<file path="src/design/ipod_pkg.sv">
// Shared types, constants and helpers for the proximity obstacle direction block.
// No dependencies; every other file refers to it by scoped names.
package ipod_pkg;

    localparam int CHANNELS     = 8;
    localparam int SAMPLE_BITS  = 12;
    localparam int CFG_BITS     = 12;
    localparam int CFG_IDX_BITS = 3;
    localparam int ANGLE_BITS   = 9;
    localparam int SUM_BITS     = 11;
    localparam int MAG_BITS     = 10;
    localparam int COUNT_BITS   = 4;
    localparam int REM_BITS     = 5;
    localparam int DIV_STEPS    = MAG_BITS;
    localparam int STEP_BITS    = $clog2(DIV_STEPS);
    localparam int QUEUE_DEPTH  = 2;

    typedef enum logic [CFG_IDX_BITS-1:0] {
        REG_IGNORE      = 3'd0,
        REG_TRIG_HIGH   = 3'd1,
        REG_TRIG_LOW    = 3'd2,
        REG_CLOSE       = 3'd3,
        REG_VALID_LIMIT = 3'd4,
        REG_SIDE_CORR   = 3'd5
    } cfg_idx_t;

    typedef logic [1:0] grade_t;
    localparam grade_t GRADE_NONE     = 2'd0;
    localparam grade_t GRADE_DETECTED = 2'd1;
    localparam grade_t GRADE_DANGER   = 2'd2;

    typedef grade_t [CHANNELS-1:0] grade_vec_t;

    typedef struct packed {
        logic                       ignore;
        logic [CFG_BITS-1:0]        trig_high;
        logic [CFG_BITS-1:0]        trig_low;
        logic [CFG_BITS-1:0]        close_level;
        logic [CFG_BITS-1:0]        valid_limit;
        logic signed [CFG_BITS-1:0] side_corr;
    } cfg_t;

    localparam logic [CFG_BITS-1:0] RST_TRIG_HIGH   = 12'd200;
    localparam logic [CFG_BITS-1:0] RST_TRIG_LOW    = 12'd100;
    localparam logic [CFG_BITS-1:0] RST_CLOSE       = 12'd700;
    localparam logic [CFG_BITS-1:0] RST_VALID_LIMIT = 12'd3000;

    localparam logic signed [SUM_BITS-1:0] REAR_ANGLE = 11'sd180;

    function automatic logic signed [ANGLE_BITS-1:0] mount_angle(input logic [2:0] ch);
        logic signed [ANGLE_BITS-1:0] a;
        case (ch)
            3'd0:    a = -9'sd17;
            3'd1:    a = -9'sd49;
            3'd2:    a = -9'sd90;
            3'd3:    a = -9'sd120;
            3'd4:    a = 9'sd120;
            3'd5:    a = 9'sd90;
            3'd6:    a = 9'sd49;
            3'd7:    a = 9'sd17;
            default: a = 9'sd0;
        endcase
        return a;
    endfunction

    function automatic logic has_corr(input logic [2:0] ch);
        return (ch == 3'd0) || (ch == 3'd3) || (ch == 3'd4) || (ch == 3'd7);
    endfunction

endpackage

</file>
<file path="src/design/ipod_if.sv">
// Handshake channels: the sample frame in and the obstacle result out.
// Depends on ipod_pkg for default widths.
interface ipod_frame_if #(parameter int SAMPLE_BITS = ipod_pkg::SAMPLE_BITS);
    logic                   valid;
    logic                   ready;
    logic [SAMPLE_BITS-1:0] sample_0;
    logic [SAMPLE_BITS-1:0] sample_1;
    logic [SAMPLE_BITS-1:0] sample_2;
    logic [SAMPLE_BITS-1:0] sample_3;
    logic [SAMPLE_BITS-1:0] sample_4;
    logic [SAMPLE_BITS-1:0] sample_5;
    logic [SAMPLE_BITS-1:0] sample_6;
    logic [SAMPLE_BITS-1:0] sample_7;

    modport source (output valid, sample_0, sample_1, sample_2, sample_3,
                    sample_4, sample_5, sample_6, sample_7, input ready);
    modport sink   (input valid, sample_0, sample_1, sample_2, sample_3,
                    sample_4, sample_5, sample_6, sample_7, output ready);
endinterface

interface ipod_result_if;
    logic                                    valid;
    logic                                    ready;
    logic [1:0]                              obstacle_level;
    logic signed [ipod_pkg::ANGLE_BITS-1:0]  direction_deg;
    logic                                    ahead_clear;
    logic                                    stop_drive;
    logic [ipod_pkg::COUNT_BITS-1:0]         triggered_count;

    modport source (output valid, obstacle_level, direction_deg, ahead_clear,
                    stop_drive, triggered_count, input ready);
    modport sink   (input valid, obstacle_level, direction_deg, ahead_clear,
                    stop_drive, triggered_count, output ready);
endinterface

</file>
<file path="src/design/ipod_front.sv">
// Front end: accepts a sample frame, filters each channel and grades it with hysteresis.
// Depends on ipod_pkg and ipod_frame_if; pushes the graded frame into ipod_queue.
module ipod_front #(
    parameter int SAMPLE_BITS = ipod_pkg::SAMPLE_BITS
) (
    input  logic                 clk,
    input  logic                 rst_n,
    ipod_frame_if.sink           frame,
    input  ipod_pkg::cfg_t       cfg,
    input  logic                 full,
    output logic                 push,
    output ipod_pkg::grade_vec_t push_grades
);

    localparam int LW = (SAMPLE_BITS > ipod_pkg::CFG_BITS) ? SAMPLE_BITS : ipod_pkg::CFG_BITS;
    localparam int CW = LW + 2;

    logic [SAMPLE_BITS-1:0]  smp        [ipod_pkg::CHANNELS];
    logic [SAMPLE_BITS-1:0]  filt_reg   [ipod_pkg::CHANNELS];
    logic [SAMPLE_BITS-1:0]  filt_next  [ipod_pkg::CHANNELS];
    logic [SAMPLE_BITS-1:0]  avg        [ipod_pkg::CHANNELS];
    logic                    take       [ipod_pkg::CHANNELS];
    logic signed [CW-1:0]    corr       [ipod_pkg::CHANNELS];
    logic signed [CW-1:0]    lvl        [ipod_pkg::CHANNELS];
    logic signed [CW-1:0]    thr_close  [ipod_pkg::CHANNELS];
    logic signed [CW-1:0]    thr_high   [ipod_pkg::CHANNELS];
    logic signed [CW-1:0]    thr_low    [ipod_pkg::CHANNELS];
    ipod_pkg::grade_vec_t    grade_reg;
    ipod_pkg::grade_vec_t    grade_next;
    logic signed [CW-1:0]    corr_ext;
    logic                    accept;

    assign smp[0] = frame.sample_0;
    assign smp[1] = frame.sample_1;
    assign smp[2] = frame.sample_2;
    assign smp[3] = frame.sample_3;
    assign smp[4] = frame.sample_4;
    assign smp[5] = frame.sample_5;
    assign smp[6] = frame.sample_6;
    assign smp[7] = frame.sample_7;

    assign frame.ready = !full;
    assign accept      = frame.valid && !full;
    assign push        = accept;
    assign push_grades = grade_next;
    assign corr_ext    = {{(CW-ipod_pkg::CFG_BITS){cfg.side_corr[ipod_pkg::CFG_BITS-1]}},
                          cfg.side_corr};

    always_comb
    begin
        for (int ch = 0; ch < ipod_pkg::CHANNELS; ch++)
        begin
            corr[ch]      = ipod_pkg::has_corr(3'(ch)) ? corr_ext : '0;
            take[ch]      = LW'(smp[ch]) < LW'(cfg.valid_limit);
            avg[ch]       = SAMPLE_BITS'(({1'b0, smp[ch]} + {1'b0, filt_reg[ch]}) >> 1);
            lvl[ch]       = $signed({2'b00, LW'(avg[ch])});
            thr_close[ch] = $signed({2'b00, LW'(cfg.close_level)}) + corr[ch];
            thr_high[ch]  = $signed({2'b00, LW'(cfg.trig_high)}) + corr[ch];
            thr_low[ch]   = $signed({2'b00, LW'(cfg.trig_low)}) + corr[ch];
            filt_next[ch] = filt_reg[ch];
            grade_next[ch] = grade_reg[ch];
            if (take[ch])
            begin
                filt_next[ch] = avg[ch];
                if (lvl[ch] > thr_close[ch])
                    grade_next[ch] = ipod_pkg::GRADE_DANGER;
                else if (lvl[ch] > thr_high[ch])
                    grade_next[ch] = ipod_pkg::GRADE_DETECTED;
                else if (lvl[ch] < thr_low[ch])
                    grade_next[ch] = ipod_pkg::GRADE_NONE;
            end
        end
    end

    always_ff @(posedge clk or negedge rst_n)
    begin
        if (!rst_n)
        begin
            for (int ch = 0; ch < ipod_pkg::CHANNELS; ch++)
            begin
                filt_reg[ch] <= '0;
            end
            grade_reg <= '0;
        end
        else if (accept)
        begin
            for (int ch = 0; ch < ipod_pkg::CHANNELS; ch++)
            begin
                filt_reg[ch] <= filt_next[ch];
            end
            grade_reg <= grade_next;
        end
    end

endmodule

</file>
<file path="src/design/ipod_queue.sv">
// Short queue of graded frames between the front end and the back end.
// Depends on ipod_pkg for the entry type and depth.
module ipod_queue (
    input  logic                 clk,
    input  logic                 rst_n,
    input  logic                 push,
    input  ipod_pkg::grade_vec_t push_grades,
    input  logic                 pop,
    output logic                 full,
    output logic                 head_valid,
    output ipod_pkg::grade_vec_t head_grades
);

    localparam int PTR_BITS = (ipod_pkg::QUEUE_DEPTH > 1) ? $clog2(ipod_pkg::QUEUE_DEPTH) : 1;
    localparam int CNT_BITS = $clog2(ipod_pkg::QUEUE_DEPTH + 1);

    ipod_pkg::grade_vec_t  entry_reg [ipod_pkg::QUEUE_DEPTH];
    logic [PTR_BITS-1:0]   wr_ptr_reg;
    logic [PTR_BITS-1:0]   rd_ptr_reg;
    logic [CNT_BITS-1:0]   count_reg;
    logic                  do_push;
    logic                  do_pop;

    assign full        = count_reg == CNT_BITS'(ipod_pkg::QUEUE_DEPTH);
    assign head_valid  = count_reg != '0;
    assign head_grades = entry_reg[rd_ptr_reg];
    assign do_push     = push && !full;
    assign do_pop      = pop && head_valid;

    always_ff @(posedge clk)
    begin
        if (do_push)
            entry_reg[wr_ptr_reg] <= push_grades;
    end

    always_ff @(posedge clk or negedge rst_n)
    begin
        if (!rst_n)
        begin
            wr_ptr_reg <= '0;
            rd_ptr_reg <= '0;
            count_reg  <= '0;
        end
        else
        begin
            if (do_push)
                wr_ptr_reg <= (wr_ptr_reg == PTR_BITS'(ipod_pkg::QUEUE_DEPTH - 1)) ?
                              '0 : wr_ptr_reg + 1'b1;
            if (do_pop)
                rd_ptr_reg <= (rd_ptr_reg == PTR_BITS'(ipod_pkg::QUEUE_DEPTH - 1)) ?
                              '0 : rd_ptr_reg + 1'b1;
            if (do_push && !do_pop)
                count_reg <= count_reg + 1'b1;
            else if (do_pop && !do_push)
                count_reg <= count_reg - 1'b1;
        end
    end

endmodule

</file>
<file path="src/design/ipod_back.sv">
// Back end: sums triggered channels, ratchets the level, divides for the mean angle.
// Depends on ipod_pkg and ipod_result_if; pops graded frames from ipod_queue.
module ipod_back (
    input  logic                 clk,
    input  logic                 rst_n,
    input  logic                 head_valid,
    input  ipod_pkg::grade_vec_t head_grades,
    input  logic                 ignore,
    output logic                 pop,
    ipod_result_if.source        result
);

    typedef enum logic [1:0] {ST_IDLE, ST_DIVIDE, ST_FINISH} state_t;

    state_t                                   state_reg;
    logic [1:0]                               held_reg;
    logic [1:0]                               held_next;
    logic                                     neg_reg;
    logic [ipod_pkg::MAG_BITS-1:0]            dq_reg;
    logic [ipod_pkg::REM_BITS-1:0]            rem_reg;
    logic [ipod_pkg::COUNT_BITS-1:0]          div_reg;
    logic [ipod_pkg::STEP_BITS-1:0]           step_reg;
    logic [ipod_pkg::COUNT_BITS-1:0]          cnt_reg;
    logic                                     ahead_reg;
    logic                                     out_valid_reg;
    logic [1:0]                               out_level_reg;
    logic signed [ipod_pkg::ANGLE_BITS-1:0]   out_dir_reg;
    logic                                     out_ahead_reg;
    logic                                     out_stop_reg;
    logic [ipod_pkg::COUNT_BITS-1:0]          out_cnt_reg;

    logic [ipod_pkg::CHANNELS-1:0]            trig;
    logic [ipod_pkg::COUNT_BITS-1:0]          count;
    logic signed [ipod_pkg::SUM_BITS-1:0]     sum;
    logic signed [ipod_pkg::SUM_BITS-1:0]     sum_sel;
    logic signed [ipod_pkg::SUM_BITS-1:0]     sum_abs;
    logic signed [ipod_pkg::ANGLE_BITS-1:0]   ang;
    ipod_pkg::grade_t                         max_grade;
    logic [ipod_pkg::REM_BITS-1:0]            rem_shift;
    logic                                     q_bit;
    logic signed [ipod_pkg::SUM_BITS-1:0]     dir_full;
    logic                                     slot_free;

    assign pop       = (state_reg == ST_IDLE) && head_valid;
    assign slot_free = !out_valid_reg || result.ready;

    assign result.valid           = out_valid_reg;
    assign result.obstacle_level  = out_level_reg;
    assign result.direction_deg   = out_dir_reg;
    assign result.ahead_clear     = out_ahead_reg;
    assign result.stop_drive      = out_stop_reg;
    assign result.triggered_count = out_cnt_reg;

    always_comb
    begin
        count     = '0;
        sum       = '0;
        max_grade = ipod_pkg::GRADE_NONE;
        for (int ch = 0; ch < ipod_pkg::CHANNELS; ch++)
        begin
            ang      = ipod_pkg::mount_angle(3'(ch));
            trig[ch] = head_grades[ch] != ipod_pkg::GRADE_NONE;
            if (trig[ch])
            begin
                count = count + 1'b1;
                sum   = sum + {{(ipod_pkg::SUM_BITS-ipod_pkg::ANGLE_BITS){ang[ipod_pkg::ANGLE_BITS-1]}},
                               ang};
                if (head_grades[ch] > max_grade)
                    max_grade = head_grades[ch];
            end
        end
        sum_sel = sum;
        if (trig[3] && trig[4])
        begin
            sum_sel = ipod_pkg::REAR_ANGLE;
            count   = ipod_pkg::COUNT_BITS'(1);
        end
        sum_abs = sum_sel[ipod_pkg::SUM_BITS-1] ? -sum_sel : sum_sel;
        if (count == '0)
            held_next = ipod_pkg::GRADE_NONE;
        else if (max_grade > held_reg)
            held_next = max_grade;
        else
            held_next = held_reg;

        rem_shift = {rem_reg[ipod_pkg::REM_BITS-2:0], dq_reg[ipod_pkg::MAG_BITS-1]};
        q_bit     = rem_shift >= {1'b0, div_reg};

        dir_full = neg_reg ? -$signed({1'b0, dq_reg}) : $signed({1'b0, dq_reg});
    end

    always_ff @(posedge clk or negedge rst_n)
    begin
        if (!rst_n)
        begin
            state_reg     <= ST_IDLE;
            held_reg      <= ipod_pkg::GRADE_NONE;
            out_valid_reg <= 1'b0;
            step_reg      <= '0;
        end
        else
        begin
            if (out_valid_reg && result.ready && (state_reg != ST_FINISH))
                out_valid_reg <= 1'b0;
            case (state_reg)
                ST_IDLE:
                begin
                    if (head_valid)
                    begin
                        held_reg  <= held_next;
                        neg_reg   <= sum_sel[ipod_pkg::SUM_BITS-1];
                        dq_reg    <= sum_abs[ipod_pkg::MAG_BITS-1:0];
                        rem_reg   <= '0;
                        div_reg   <= (count == '0) ? ipod_pkg::COUNT_BITS'(1) : count;
                        cnt_reg   <= count;
                        ahead_reg <= !(trig[0] || trig[1] || trig[6] || trig[7]);
                        step_reg  <= '0;
                        state_reg <= ST_DIVIDE;
                    end
                end
                ST_DIVIDE:
                begin
                    rem_reg  <= q_bit ? rem_shift - {1'b0, div_reg} : rem_shift;
                    dq_reg   <= {dq_reg[ipod_pkg::MAG_BITS-2:0], q_bit};
                    step_reg <= step_reg + 1'b1;
                    if (step_reg == ipod_pkg::STEP_BITS'(ipod_pkg::DIV_STEPS - 1))
                        state_reg <= ST_FINISH;
                end
                ST_FINISH:
                begin
                    if (slot_free)
                    begin
                        out_valid_reg <= 1'b1;
                        out_level_reg <= held_reg;
                        out_dir_reg   <= dir_full[ipod_pkg::ANGLE_BITS-1:0];
                        out_ahead_reg <= ahead_reg;
                        out_stop_reg  <= (cnt_reg != '0) && !ignore;
                        out_cnt_reg   <= cnt_reg;
                        state_reg     <= ST_IDLE;
                    end
                end
                default:
                begin
                    state_reg <= ST_IDLE;
                end
            endcase
        end
    end

endmodule

</file>
<file path="src/design/ir_proximity_obstacle_direction.sv">
// A result is registered when the back end's serial divider is done and the output is free.
// The back end pops the next frame only once its ten-step divider and result write are done.
// The front end takes frames at once while the two-entry queue has room.
// Reset clears filtered levels, channel grades and the held level, and loads register defaults.
// Top level: configuration registers, front end, queue and back end.
module ir_proximity_obstacle_direction #(
    parameter int SAMPLE_BITS = ipod_pkg::SAMPLE_BITS
) (
    input  logic                              clk,
    input  logic                              rst_n,
    ipod_frame_if.sink                        frame,
    ipod_result_if.source                     result,
    input  logic                              cfg_we,
    input  logic [ipod_pkg::CFG_IDX_BITS-1:0] cfg_index,
    input  logic [ipod_pkg::CFG_BITS-1:0]     cfg_data
);

    ipod_pkg::cfg_t       cfg_reg;
    logic                 push;
    ipod_pkg::grade_vec_t push_grades;
    logic                 full;
    logic                 pop;
    logic                 head_valid;
    ipod_pkg::grade_vec_t head_grades;

    always_ff @(posedge clk or negedge rst_n)
    begin
        if (!rst_n)
        begin
            cfg_reg.ignore      <= 1'b0;
            cfg_reg.trig_high   <= ipod_pkg::RST_TRIG_HIGH;
            cfg_reg.trig_low    <= ipod_pkg::RST_TRIG_LOW;
            cfg_reg.close_level <= ipod_pkg::RST_CLOSE;
            cfg_reg.valid_limit <= ipod_pkg::RST_VALID_LIMIT;
            cfg_reg.side_corr   <= '0;
        end
        else if (cfg_we)
        begin
            case (cfg_index)
                ipod_pkg::REG_IGNORE:      cfg_reg.ignore      <= cfg_data[0];
                ipod_pkg::REG_TRIG_HIGH:   cfg_reg.trig_high   <= cfg_data;
                ipod_pkg::REG_TRIG_LOW:    cfg_reg.trig_low    <= cfg_data;
                ipod_pkg::REG_CLOSE:       cfg_reg.close_level <= cfg_data;
                ipod_pkg::REG_VALID_LIMIT: cfg_reg.valid_limit <= cfg_data;
                ipod_pkg::REG_SIDE_CORR:   cfg_reg.side_corr   <= $signed(cfg_data);
                default:
                begin
                end
            endcase
        end
    end

    ipod_front #(
        .SAMPLE_BITS (SAMPLE_BITS)
    ) u_front (
        .clk         (clk),
        .rst_n       (rst_n),
        .frame       (frame),
        .cfg         (cfg_reg),
        .full        (full),
        .push        (push),
        .push_grades (push_grades)
    );

    ipod_queue u_queue (
        .clk         (clk),
        .rst_n       (rst_n),
        .push        (push),
        .push_grades (push_grades),
        .pop         (pop),
        .full        (full),
        .head_valid  (head_valid),
        .head_grades (head_grades)
    );

    ipod_back u_back (
        .clk         (clk),
        .rst_n       (rst_n),
        .head_valid  (head_valid),
        .head_grades (head_grades),
        .ignore      (cfg_reg.ignore),
        .pop         (pop),
        .result      (result)
    );

`ifndef ASSERT_OFF
    a_none_means_zero: assert property (@(posedge clk) disable iff (!rst_n)
        result.valid && (result.triggered_count == 4'd0) |->
            (result.direction_deg == 9'sd0) && !result.stop_drive &&
            (result.obstacle_level == ipod_pkg::GRADE_NONE) && result.ahead_clear)
        else $error("empty frame result not neutral");

    a_level_needs_trigger: assert property (@(posedge clk) disable iff (!rst_n)
        result.valid && (result.obstacle_level != ipod_pkg::GRADE_NONE) |->
            (result.triggered_count != 4'd0))
        else $error("obstacle level without a triggered channel");

    a_count_range: assert property (@(posedge clk) disable iff (!rst_n)
        result.valid |-> (result.triggered_count <= 4'd8) &&
            (result.obstacle_level != 2'd3))
        else $error("result fields out of range");

    a_stop_follows_ignore: assert property (@(posedge clk) disable iff (!rst_n)
        result.valid && cfg_reg.ignore |-> !result.stop_drive)
        else $error("stop raised while ignoring obstacles");
`endif

endmodule

</file>
<file path="src/flat_wrapper.sv">
// flat-port wrapper written by rule: the top's interface ports become plain ports
module ir_proximity_obstacle_direction_flat 
#(
    parameter int SAMPLE_BITS = ipod_pkg::SAMPLE_BITS
)
  (clk, rst_n, cfg_we, cfg_index, cfg_data, frame_valid, frame_sample_0, frame_sample_1, frame_sample_2, frame_sample_3, frame_sample_4, frame_sample_5, frame_sample_6, frame_sample_7, frame_ready, result_valid, result_obstacle_level, result_direction_deg, result_ahead_clear, result_stop_drive, result_triggered_count, result_ready);
  ipod_frame_if #(.SAMPLE_BITS(SAMPLE_BITS)) frame_i ();
  ipod_result_if result_i ();
  input  logic clk;
  input  logic rst_n;
  input  logic cfg_we;
  input  logic [ipod_pkg::CFG_IDX_BITS-1:0] cfg_index;
  input  logic [ipod_pkg::CFG_BITS-1:0] cfg_data;
  input wire logic [$bits(frame_i.valid)-1:0] frame_valid;
  input wire logic [$bits(frame_i.sample_0)-1:0] frame_sample_0;
  input wire logic [$bits(frame_i.sample_1)-1:0] frame_sample_1;
  input wire logic [$bits(frame_i.sample_2)-1:0] frame_sample_2;
  input wire logic [$bits(frame_i.sample_3)-1:0] frame_sample_3;
  input wire logic [$bits(frame_i.sample_4)-1:0] frame_sample_4;
  input wire logic [$bits(frame_i.sample_5)-1:0] frame_sample_5;
  input wire logic [$bits(frame_i.sample_6)-1:0] frame_sample_6;
  input wire logic [$bits(frame_i.sample_7)-1:0] frame_sample_7;
  output wire logic [$bits(frame_i.ready)-1:0] frame_ready;
  output wire logic [$bits(result_i.valid)-1:0] result_valid;
  output wire logic [$bits(result_i.obstacle_level)-1:0] result_obstacle_level;
  output wire logic [$bits(result_i.direction_deg)-1:0] result_direction_deg;
  output wire logic [$bits(result_i.ahead_clear)-1:0] result_ahead_clear;
  output wire logic [$bits(result_i.stop_drive)-1:0] result_stop_drive;
  output wire logic [$bits(result_i.triggered_count)-1:0] result_triggered_count;
  input wire logic [$bits(result_i.ready)-1:0] result_ready;
  assign frame_i.valid = frame_valid;
  assign frame_i.sample_0 = frame_sample_0;
  assign frame_i.sample_1 = frame_sample_1;
  assign frame_i.sample_2 = frame_sample_2;
  assign frame_i.sample_3 = frame_sample_3;
  assign frame_i.sample_4 = frame_sample_4;
  assign frame_i.sample_5 = frame_sample_5;
  assign frame_i.sample_6 = frame_sample_6;
  assign frame_i.sample_7 = frame_sample_7;
  assign frame_ready = frame_i.ready;
  assign result_valid = result_i.valid;
  assign result_obstacle_level = result_i.obstacle_level;
  assign result_direction_deg = result_i.direction_deg;
  assign result_ahead_clear = result_i.ahead_clear;
  assign result_stop_drive = result_i.stop_drive;
  assign result_triggered_count = result_i.triggered_count;
  assign result_i.ready = result_ready;
  ir_proximity_obstacle_direction #(.SAMPLE_BITS(SAMPLE_BITS)) u_core (.clk(clk), .rst_n(rst_n), .frame(frame_i), .result(result_i), .cfg_we(cfg_we), .cfg_index(cfg_index), .cfg_data(cfg_data));
endmodule
</file>
<file path="config.mk">
export PLATFORM = sky130hd
export DESIGN_NAME = ir_proximity_obstacle_direction_flat
export DESIGN_NICKNAME = d
export VERILOG_FILES = /design/src/design/ipod_pkg.sv /design/src/design/ipod_if.sv /design/src/design/ipod_front.sv /design/src/design/ipod_queue.sv /design/src/design/ipod_back.sv /design/src/design/ir_proximity_obstacle_direction.sv /design/src/flat_wrapper.sv
export SDC_FILE = /design/constraint.sdc
export NUM_CORES = 1
export LEC_CHECK = 0
export BUFFER_PORTS_ARGS = -buffer_cell sky130_fd_sc_hd__buf_2
export CELL_PAD_IN_SITES_DETAIL_PLACEMENT = 1
export CELL_PAD_IN_SITES_GLOBAL_PLACEMENT = 2
export CORE_MARGIN = 10
export CORE_UTILIZATION = 37
export CTS_CLUSTER_DIAMETER = 120
export DETAILED_ROUTE_END_ITERATION = 10
export HOLD_SLACK_MARGIN = 0.06
export PLACE_DENSITY = 0.84
export SYNTH_ARGS = -nofsm -noshare
export SYNTH_HDL_FRONTEND = slang
export SYNTH_SLANG_ARGS = --single-unit
</file>
<file path="constraint.sdc">
create_clock -name clk -period 6.9 [get_ports clk]
set_input_delay 0.69 -clock clk [delete_from_list [all_inputs] [get_ports clk]]
set_output_delay 0.69 -clock clk [all_outputs]
set_load 0.03 [all_outputs]
</file>
== Word-level counts from Yosys, hierarchy flattened ==
Memories as Yosys holds them, arrays and structs flattened.
Index checks and enable logic that the tools add are counted.

* Output and inout port bits: 19
* Memories: 1
* Bits in writable memories: 32
* Bits in registers: 227
* Input bits: 116

* Muxes and demuxes: 90
* Equal/unequal tests: 13
* Add/subtract/negate cells: 33
* $lt $le $gt $ge: 42
* Reduce and logical (&&, ||, !) cells: 56

{| class="wikitable"
|+ Memories
! name !! depth !! width !! read ports !! clocked after Yosys merged registers in !! write ports !! line !! text
|-
| u_core.u_queue.entry_reg || 2 || 16 || 1 || 0 || 1 || ipod_queue.sv:17 || <nowiki>ipod_pkg::grade_vec_t entry_reg [ipod_pkg::QUEUE_DEPTH];</nowiki>
|}

{| class="wikitable"
|+ Operators with widths
! operator !! count
|-
| $lt 12x12->1 || 12
|-
| $gt 13x14->1 || 8
|-
| $mux 2 || 56
|-
| $add 12x12->13 || 8
|-
| $mux 11 || 9
|-
| $gt 12x12->1 || 8
|-
| $lt 13x14->1 || 4
|-
| $add 13x12->14 || 3
|-
| $mux 4 || 10
|-
| $add 11x11->11 const B || 3
|-
| $reduce_and 2->1 || 15
|-
| $add 4x1->4 const B || 7
|-
| $reduce_bool 2->1 || 12
|-
| $add 11x7->11 const B || 2
|-
| $mux 10 || 2
|-
| $pmux 10 s2 || 1
|-
| $gt 2x2->1 || 8
|-
| $pmux 4 s2 || 2
|-
| $reduce_and 3->1 || 5
|-
| $add 11x5->11 const B || 1
|-
| $add 11x6->11 const B || 1
|-
| $logic_and 1x1->1 || 10
|-
| $neg 10->10 || 1
|-
| $mux 9 || 1
|-
| 23 further kinds || 45
|}

== Longest topological paths before layout ==
Gate-level depths: netlist of run 1.
An unclocked memory read counts as a cell.

* Depth after elaboration: 28
* Depth in mapped cells: 47
* Mapped depth without buffers: 44

== Modules after synthesis ==
A second synthesis of run 1 with hierarchy kept.

* Cell total of the unflattened synthesis: 2,795
* Area, all modules: 26,974.6 um^2

{| class="wikitable"
|+ By module, submodules not included
! module !! area each (um^2) !! cells each !! times used
|-
| ipod_front || 18,176.2 || 2,024 || 1
|-
| ipod_back || 4,918.5 || 569 || 1
|-
| ir_proximity_obstacle_direction || 2,473.6 || 133 || 1
|-
| ipod_queue || 1,406.3 || 69 || 1
|}

== Least setup slack after synthesis of run 1 ==
No wires, ideal clock.

* Path type: register -> register
* Start point: register u_core.u_queue.rd_ptr_reg
* End point: register u_core.u_back.held_reg[0]
* Data arrival time: 7.056 ns
* Data required time: 6.834 ns
* Stages on the path, launching flop included: 44
* Library setup time: 0.066 ns
* Path slack: -0.222 ns
* Path through: dfrtp_1 -> buf_6 -> buf_6 -> clkbuf_1 -> mux2i_1 -> ha_1 -> nor2_1 -> o22ai_1 -> nor2_1 -> o22a_1 -> inv_1 -> ha_1 -> inv_1 -> o221ai_1 -> mux2i_1 -> ha_1 -> inv_1 -> o22ai_1 -> (+8 left out) -> inv_1 -> o22ai_1 -> nand2b_1 -> o2bb2ai_1 -> ha_1 -> inv_1 -> o221ai_1 -> mux2_2 -> ha_1 -> inv_1 -> o22ai_1 -> o21ai_0 -> o21ai_0 -> inv_1 -> ha_1 -> a21oi_1 -> nor3b_1 -> a22o_1

* Longest elaborated chain between the ends: 28

{| class="wikitable"
|+ RTL lines
! item !! line !! text
|-
| start: declaration || ipod_queue.sv:19 || <nowiki>logic [PTR_BITS-1:0] rd_ptr_reg;</nowiki>
|-
| start signal: assignment || ipod_queue.sv:50 || <nowiki>rd_ptr_reg <= (rd_ptr_reg == PTR_BITS'(ipod_pkg::QUEUE_DEPTH - 1)) ?</nowiki>
|-
| $mem_v2 2x16 (*) || -- ||
|-
| parallel branches: the longest is 27 deep, another holds $add 4x1->4 || -- ||
|-
| end signal: assignment || ipod_back.sv:97 || <nowiki>held_reg <= ipod_pkg::GRADE_NONE;</nowiki>
|-
| end signal: assignment || ipod_back.sv:110 || <nowiki>held_reg <= held_next;</nowiki>
|-
| end: declaration || ipod_back.sv:16 || <nowiki>logic [1:0] held_reg;</nowiki>
|}

Mark *: on every way between the ends. The select of a mux whose other input is x is not followed.
A chain may end at the register's enable or synchronous reset.

== Final worst setup path of run 1 ==
Same ends and word-level chain as after synthesis.

==> results of run 1 <==
## metal layers
metal | wire length [microns] | track usage (%)
met1 | 36700 | 24.7
met2 | 41600 | 36.1
met3 | 3060 | 2.64
met4 | 2530 | 6.16
met5 | 24 | 0
## cell type report
cell class	instances	area, sq um	share of cell area (%)
Clock buffer	44	971	3.28
Clock inverter	19	161	0.546
Multi-Input combinational cell	2231	18700	63.3
Timing Repair Buffer	175	1000	3.39
Antenna cell	3	7.51	0.0254
Tap cell	940	1180	3.98
Sequential cell	259	6870	23.2
Inverter	174	653	2.21
## critical path, delay by kind of cell, from the launching register on
kind	cells	cell delay (ns)
fa+ha+maj	8	2.09
mux	3	0.95
flops	1	0.52
simple gates	3	0.43
buf+inv	10	0.60
compound gates	17	2.41
## synthesized netlist by cell type, types with 65 or more instances
| library cell | n | share of area (%) |
|---|---|---|
| mux2_2 | 129 | 5.6 |
| inv_1 | 173 | 2.5 |
| nor2_1 | 133 | 1.9 |
| nand2_1 | 121 | 1.7 |
| a21oi_1 | 183 | 3.5 |
| xnor2_1 | 137 | 4.6 |
| a21o_1 | 208 | 6.0 |
| nand2b_1 | 65 | 1.6 |
| dfrtp_1 | 167 | 16 |
| edfxtp_1 | 73 | 8.4 |
| o21ai_0 | 135 | 2.6 |
| ha_1 | 545 | 26 |
## what timing repair did
item / CTS / global route
pin swaps: 17 / 23
endpoints found under the setup margin: 2 / 8
buffers inserted: 10 / 4
resized for setup: 20 / 32
## worst min-delay path by stage
stage                                        to                    start  cells past startpoint
5_1_grt             u_core.u_front.filt_reg[41]                    rst_n                      1
6_report            u_core.u_front.filt_reg[49]                    rst_n                      1
2_1_floorplan                 u_core.cfg_reg[0]                    rst_n                      0
3_5_place_dp   u_core.u_back.result.ahead_clear  u_core.u_back.ahead_reg                      0
3_3_place_gp   u_core.u_back.result.ahead_clear  u_core.u_back.ahead_reg                      0
4_1_cts             u_core.u_front.filt_reg[41]                    rst_n                      1
## cells by family after synthesis
kind of cell | after synthesis | synth area share (%)
flops | 259 | 26.3
fa+ha+maj | 557 | 27.0
simple gates | 577 | 11.6
xor+xnor | 168 | 5.79
mux | 153 | 6.48
buf+inv | 211 | 3.09
compound gates | 776 | 19.7
## per-stage QoR
step | util [%] | cells | setup WS [ns] | cell area (sq um)
after global routing | 42.2 | 3842 | -0.516 | 29600
after floorplan | - | 2701 | 0.00442 | 26100
after detailed placement | 40.1 | 3766 | -0.484 | 28100
after global placement | 40.1 | 3766 | -0.0990 | 28100
after CTS | 42.0 | 3839 | 0.00157 | 29400
final | 42.2 | 3845 | -0.161 | 29600
==> results_dict.tcl, run 1 <==
set metrics [dict create \
    outcome "finished with violations" \
    violations "negative setup slack" \
    cp_common_cell "inv_2" \
    ys_seq_elements 259 \
    crit_required_ns 7.38 \
    portBuffers 134 \
    drc 0 \
    final_hold_viol_count 0 \
    slew_headroom_pct 15.0 \
    root_buffer "clkbuf_16" \
    worst_ep_arrival_time_ns 7.54 \
    crit_slowest_cell "dfrtp_2" \
    maxCapViolCount 0 \
    yosys_warnings 0 \
    path_clk_slew_ns 0.06 \
    ant_nets 0 \
    slowest_delay_ns 0.52 \
    synthesis.area_sq_mm 0.0261 \
    final_cell_mix "ha_1 (540), a21o_1 (208), a21oi_1 (181), inv_1 (166), dfrtp_1 (166)" \
    crit_path_end_kind "flop" \
    fp.dieH_microns 286 \
    synthArstFlopShare_pct 71.8 \
    grt_pass1_vias 23631 \
    cts_buffer_depth 3 \
    finalCritPeriodShare_pct 102 \
    core-area_sq_mm 0.0700 \
    globalRouteOverflowTotal 0 \
    yosysUniqueCellTypes 92 \
    grt_max_degree 133 \
    grt_first_pass_wirelength_microns 132000 \
    antenna_found_initial 8 \
    setup_ws_ns -0.161 \
    htree_levels 2 \
    tns_ns -0.307 \
    clock.fmax_mhz 142 \
    gp_congestion 0.906 \
    hold_path.class "in2async" \
    dr.pass1.iters 7 \
    synthCells 2701 \
    detail_route.wirelength_microns 83900 \
    r2r-start "u_core.u_queue.rd_ptr_reg" \
    cts_hold_buffers 0 \
    cts_sinks 259 \
    die_w_microns 286 \
    initial_core_util_pct 37.3 \
    hold-worst-slack_ns 0.111 \
    syn_to_final_growth_pct 13.1 \
    worstPathMaxFanout 6 \
    synth_edf_count 73 \
    critPathKind "reg2reg" \
    fillers 7945 \
    setup_viol 2 \
    r2r-end "u_core.u_back.held_reg[0]" \
    rsz0062_at_grt "true" \
    drt_iter0_drc 877 \
    wire_per_inst_microns 21.8 \
    mostFrequentLayoutCell "ha_1" \
    dieArea_sq_mm 0.0817 \
    maxSlewViolCount 0 \
    num_vias 21496 \
    cp-endpoint "u_core.u_back.held_reg[0]" \
    worstRegToRegCells 41 \
    rows 97 \
    boundaryPins 135 \
    synth.avg_cell_area_sq_um 9.68 \
    startpoint "u_core.u_queue.rd_ptr_reg" \
    nets 3549 \
    clk_latency_ns 0.56 \
    largest_reg_flops 96 \
    via_per_inst 5.59 \
    period_minus_slack_ns 7.06 \
    fin_skew_ns 0.0287 \
    r2r_slack_ns -0.16 \
    worstMarginPinSlew_ns 1.27 \
    start_kind "flop" \
    grtUsageTotal_pct 20.1 \
    hpwl_microns 68100 \
    drive_above_1_share_pct 16.2 \
    syn-num-nets 3374 \
    cts_buffers 35 \
    cts_tree "built" \
    ys.flop_type "dfrtp_1" \
    yosysSeqAreaShare_pct 26.3 \
]
Power of run 1 is left out: the tool's default activity adds up to more than one toggle a clock period on the data nets, which glitch-free logic cannot reach.
==> run 2, diff against run 1 <==
Settings changed: CORE_UTILIZATION 37 to 44, PLACE_DENSITY 0.84 to 0.93.
Clock period 6.9 ns to 8.5 ns, I/O delays scaled along.
==> run 2 against run 1 <==
Net effect: the run now ends clean; cell area decreased by 2.5%; die area fell by 15%; sequential cell count unchanged; worst setup slack better by 1.0 ns; critical path depth is 1 higher; count of clock-buffer cells in the layout up 2; register-to-register slack better by 1.0 ns; cell count down 5.2%.
==> results_dict.tcl, run 2 (same netlist as run 1, synthesis figures left out) <==
set metrics [dict create \
    outcome "complete, no violations" \
    start_kind "flop" \
    crit_path_end_kind "flop" \
    antenna_found_initial 2 \
    worst_ep_arrival_time_ns 8.14 \
    tns_ns 0 \
    cts_tree "built" \
    rsz0062_at_grt "false" \
    num_vias 21868 \
    grt_pass1_vias 24054 \
    cts_sinks 259 \
    finalCritPeriodShare_pct 90.1 \
    via_per_inst 6.00 \
    die_w_microns 264 \
    r2r-start "u_core.u_queue.rd_ptr_reg" \
    globalRouteOverflowTotal 0 \
    worstMarginPinSlew_ns 1.25 \
    drive_above_1_share_pct 13.7 \
    slowest_delay_ns 0.56 \
    setup_viol 0 \
    cts_buffer_depth 3 \
    hold_path.class "in2async" \
    cp_common_cell "inv_1" \
    post-cts-setup-buffer-count 0 \
    nets 3519 \
    critPathKind "reg2reg" \
    crit_required_ns 8.98 \
    startpoint "u_core.u_queue.rd_ptr_reg" \
    fp.dieH_microns 264 \
    final_cell_mix "ha_1 (545), a21o_1 (208), a21oi_1 (183), inv_1 (173), dfrtp_1 (166)" \
    worstPathMaxFanout 17 \
    drt_iter0_drc 1110 \
    ant_nets 0 \
    hpwl_microns 68900 \
    boundaryPins 135 \
    largest_reg_flops 96 \
    grt_max_degree 69 \
    clock.fmax_mhz 131 \
    drc 0 \
    initial_core_util_pct 44.4 \
    htree_levels 2 \
    hold-worst-slack_ns 0.187 \
    maxSlewViolCount 0 \
    grtUsageTotal_pct 23.7 \
    period_minus_slack_ns 7.66 \
    slew_headroom_pct 16.6 \
    fin_skew_ns 0.0224 \
    core-area_sq_mm 0.0589 \
    rows 89 \
    mostFrequentLayoutCell "ha_1" \
    gp_congestion 0.892 \
    dieArea_sq_mm 0.0696 \
    clk_latency_ns 0.56 \
    syn_to_final_growth_pct 10.3 \
    portBuffers 134 \
    root_buffer "clkbuf_16" \
    detail_route.wirelength_microns 84300 \
    path_clk_slew_ns 0.06 \
    dr.pass1.iters 5 \
    final_hold_viol_count 0 \
    wire_per_inst_microns 23.1 \
    cts_buffers 34 \
    fillers 6620 \
    crit_slowest_cell "dfrtp_2" \
    maxCapViolCount 0 \
    grt_first_pass_wirelength_microns 134000 \
]
[run 2: cell types whose count changed in the layout (fill, tap and decap cells not counted), sizes merged]
cell | before | now
buf | 174 | 145
bufinv | 1 | 3
inv | 177 | 175
clkinvlp | 3 | 1
clkbuf | 45 | 47
clkinv | 12 | 10
diode | 3 | 2
[run 2: cell type report]
| class | count | area (sq um) | share of cell area [%] |
|---|---|---|---|
| clock buffer | 46 | 927 | 3.22 |
| antenna | 2 | 5.00 | 0.0174 |
| inverter | 174 | 653 | 2.27 |
| timing repair buffer | 146 | 769 | 2.67 |
| clock inverter | 15 | 169 | 0.586 |
| multi-input combinational | 2231 | 18500 | 64.1 |
| tap | 773 | 967 | 3.35 |
| sequential | 259 | 6870 | 23.8 |
[run 2: worst paths after layout]
kind	endpoint	slack [ns]	cells past startpoint
worst min-delay path	u_core.u_front.filt_reg[7]	0.19	1
min in group clk	u_core.u_back.result.ahead_clear	0.45	0
worst min register to register	u_core.u_back.result.ahead_clear	0.45	0
max in group asynchronous	u_core.u_queue.rd_ptr_reg	6.22	3
worst max-delay path	u_core.u_back.held_reg[0]	0.84	42
worst max register to register	u_core.u_back.held_reg[0]	0.84	42
[run 2: worst max-delay path, delay by kind of cell, from the launching register on]
family | cells | cell delay (ns)
AND/OR/NAND/NOR | 5 | 0.74
buffers and inverters | 9 | 0.45
multiplexers | 3 | 1.02
AO/OA/AOI/OAI | 17 | 2.67
adder cells (fa/ha/maj) | 8 | 2.16
flip-flops | 1 | 0.56
[run 2: routing by layer]
layer  wire, microns  share of wire [%]  track usage, %  vias up
met2           40700                 48            41.2      428
li1                -                  -               -    10311
met5               0                  0               0        -
met4            2530                3.0            7.61        0
met1           37500                 44            30.1    11000
met3            3600                4.3            2.94      129
[run 2: stage by stage]
stage / instances / worst slack, ns / instance area, sq um / utilization [%]
floorplan: 2701 / 1.38 / 26100 / -
global placement: 3583 / 1.28 / 27700 / 47.1
detailed placement: 3583 / 0.794 / 27700 / 47.1
CTS: 3644 / 0.622 / 28800 / 48.9
global route: 3644 / 0.169 / 28800 / 48.9
finish: 3646 / 0.838 / 28800 / 48.9
[run 2: what timing repair did]
item	4_1_cts	5_1_grt
resized for setup	0	1
endpoints found under the setup margin	0	2
hold buffers	0	0
Power of run 2 is left out for the same reason.
==> run 3, diff against run 2 <==
Settings changed: PLACE_DENSITY 0.93 to 0.85.
==> run 3 against run 2 <==
Net effect: count of clock-buffer cells in the layout is 4 higher; highest routed layer is now met5; sequential share of layout area fell by 0.16 points; register-to-register slack lost 0.17 ns; critical path type unchanged; first-iteration DRC count shrank 18%.
==> results_dict.tcl, run 3 (same netlist as run 1, synthesis figures left out) <==
set metrics [dict create \
    root_buffer "clkbuf_16" \
    final_hold_viol_count 0 \
    wire_per_inst_microns 22.8 \
    period_minus_slack_ns 7.84 \
    clock.fmax_mhz 128 \
    setup_ws_ns 0.664 \
    cts_tree "built" \
    critPathKind "reg2reg" \
    r2r_slack_ns 0.66 \
    final_cell_mix "ha_1 (545), a21o_1 (208), a21oi_1 (183), inv_1 (173), dfrtp_1 (166)" \
    hold_path.class "in2async" \
    post-cts-setup-buffer-count 0 \
    grt_max_degree 65 \
    mostFrequentLayoutCell "ha_1" \
    start_kind "flop" \
    finalCritPeriodShare_pct 92.2 \
    crit_slowest_cell "dfrtp_2" \
    num_vias 21369 \
    dr.pass1.iters 5 \
    nets 3525 \
    dieArea_sq_mm 0.0696 \
    die_w_microns 264 \
    path_clk_slew_ns 0.06 \
    cp_num_buf_inv 9 \
    hold-worst-slack_ns 0.231 \
    cts_sinks 259 \
    drt_iter0_drc 915 \
    r2r-start "u_core.u_queue.rd_ptr_reg" \
    setup_viol 0 \
    rsz0062_at_grt "false" \
    htree_levels 2 \
    cts_hold_buffers 0 \
    outcome "complete, no violations" \
    worst_ep_arrival_time_ns 8.32 \
    worstRegToRegCells 42 \
    initial_core_util_pct 44.4 \
    grt_first_pass_wirelength_microns 131000 \
    worstPathMaxFanout 13 \
    cp_common_cell "inv_1" \
    rows 89 \
    crit_path_end_kind "flop" \
    largest_reg_flops 96 \
    boundaryPins 135 \
    r2r-end "u_core.u_back.held_reg[1]" \
    grt_pass1_vias 23139 \
    antenna_found_initial 5 \
    syn_to_final_growth_pct 11.1 \
    maxSlewViolCount 0 \
    crit_required_ns 8.98 \
    hpwl_microns 67900 \
    cts_buffer_depth 3 \
    fp.dieH_microns 264 \
    slowest_delay_ns 0.54 \
    fin_skew_ns 0.0248 \
    via_per_inst 5.85 \
    core-area_sq_mm 0.0589 \
    post_cts_resized 0 \
    crit_family "compound AO/OA/AOI/OAI gates" \
    detail_route.wirelength_microns 83300 \
    drive_above_1_share_pct 14.1 \
    slew_headroom_pct 32.1 \
    grtUsageTotal_pct 23.3 \
    gp_congestion 0.927 \
    portBuffers 134 \
    tns_ns 0 \
    diodes 0 \
    drc 0 \
    post-place-ws_ns 0.587 \
    clk_latency_ns 0.56 \
    worstMarginPinSlew_ns 1.01 \
    final_util_pct 49.3 \
    ant_nets 0 \
    maxCapViolCount 0 \
    globalRouteOverflowTotal 0 \
    fillers 6602 \
    cts_buffers 36 \
]
[run 3: changes by cell type in the layout (fill, tap and decap cells not counted)]
cell,change
buf_6,+1
clkbuf_1,-3
clkinvlp_4,+1
buf_4,+3
clkinv_8,+1
clkinv_2,+2
inv_6,-1
clkinv_1,-1
diode_2,-2
clkbuf_8,+4
clkinv_4,-4
clkbuf_16,+3
bufinv_16,+2
[run 3: routing by layer]
metal | track usage (%) | up-vias | routed length [microns] | share of wire (%)
met5 | 0 | - | 34 | 0.041
met4 | 5.20 | 4 | 1570 | 1.9
met3 | 2.38 | 95 | 2140 | 2.6
met2 | 42.0 | 281 | 42000 | 50
met1 | 29.4 | 10684 | 37600 | 45
li1 | - | 10305 | - | -
[run 3: cell type report]
class	instances	area (sq um)	area share [%]
timing repair buffer	150	803	2.77
inverter	174	653	2.25
tap	773	967	3.33
sequential	259	6870	23.7
clock inverter	15	215	0.741
multi-input combinational	2231	18500	63.6
clock buffer	50	1050	3.60
[run 3: worst reg2reg max path: cells and delay by family, from the launching register on]
family	cells	cell delay (ns)
AO/OA/AOI/OAI	17	2.70
AND/OR/NAND/NOR	5	0.83
adder cells (fa/ha/maj)	8	2.23
buffers and inverters	9	0.48
multiplexers	3	1.00
flip-flops	1	0.54
[run 3: worst max-delay path by stage]
stage	slack (ns)	from	to	depth (start not counted)
after floorplan	1.38	u_core.u_queue.rd_ptr_reg	u_core.u_back.held_reg[0]	43
after global placement	1.29	u_core.u_queue.rd_ptr_reg	u_core.u_back.held_reg[1]	42
after detailed placement	0.59	u_core.u_queue.rd_ptr_reg	u_core.u_back.held_reg[1]	42
after CTS	0.55	u_core.u_queue.rd_ptr_reg	u_core.u_back.held_reg[1]	42
after global routing	0.14	u_core.u_queue.rd_ptr_reg	u_core.u_back.held_reg[1]	43
final	0.66	u_core.u_queue.rd_ptr_reg	u_core.u_back.held_reg[1]	42
[run 3: through the flow]
stage                     instances  cell area (sq um)
after floorplan                2701              26100
after global placement         3586              27800
after detailed placement       3586              27800
after CTS                      3651              29000
after global routing           3652              29000
final                          3652              29000
Power of run 3 is left out for the same reason.
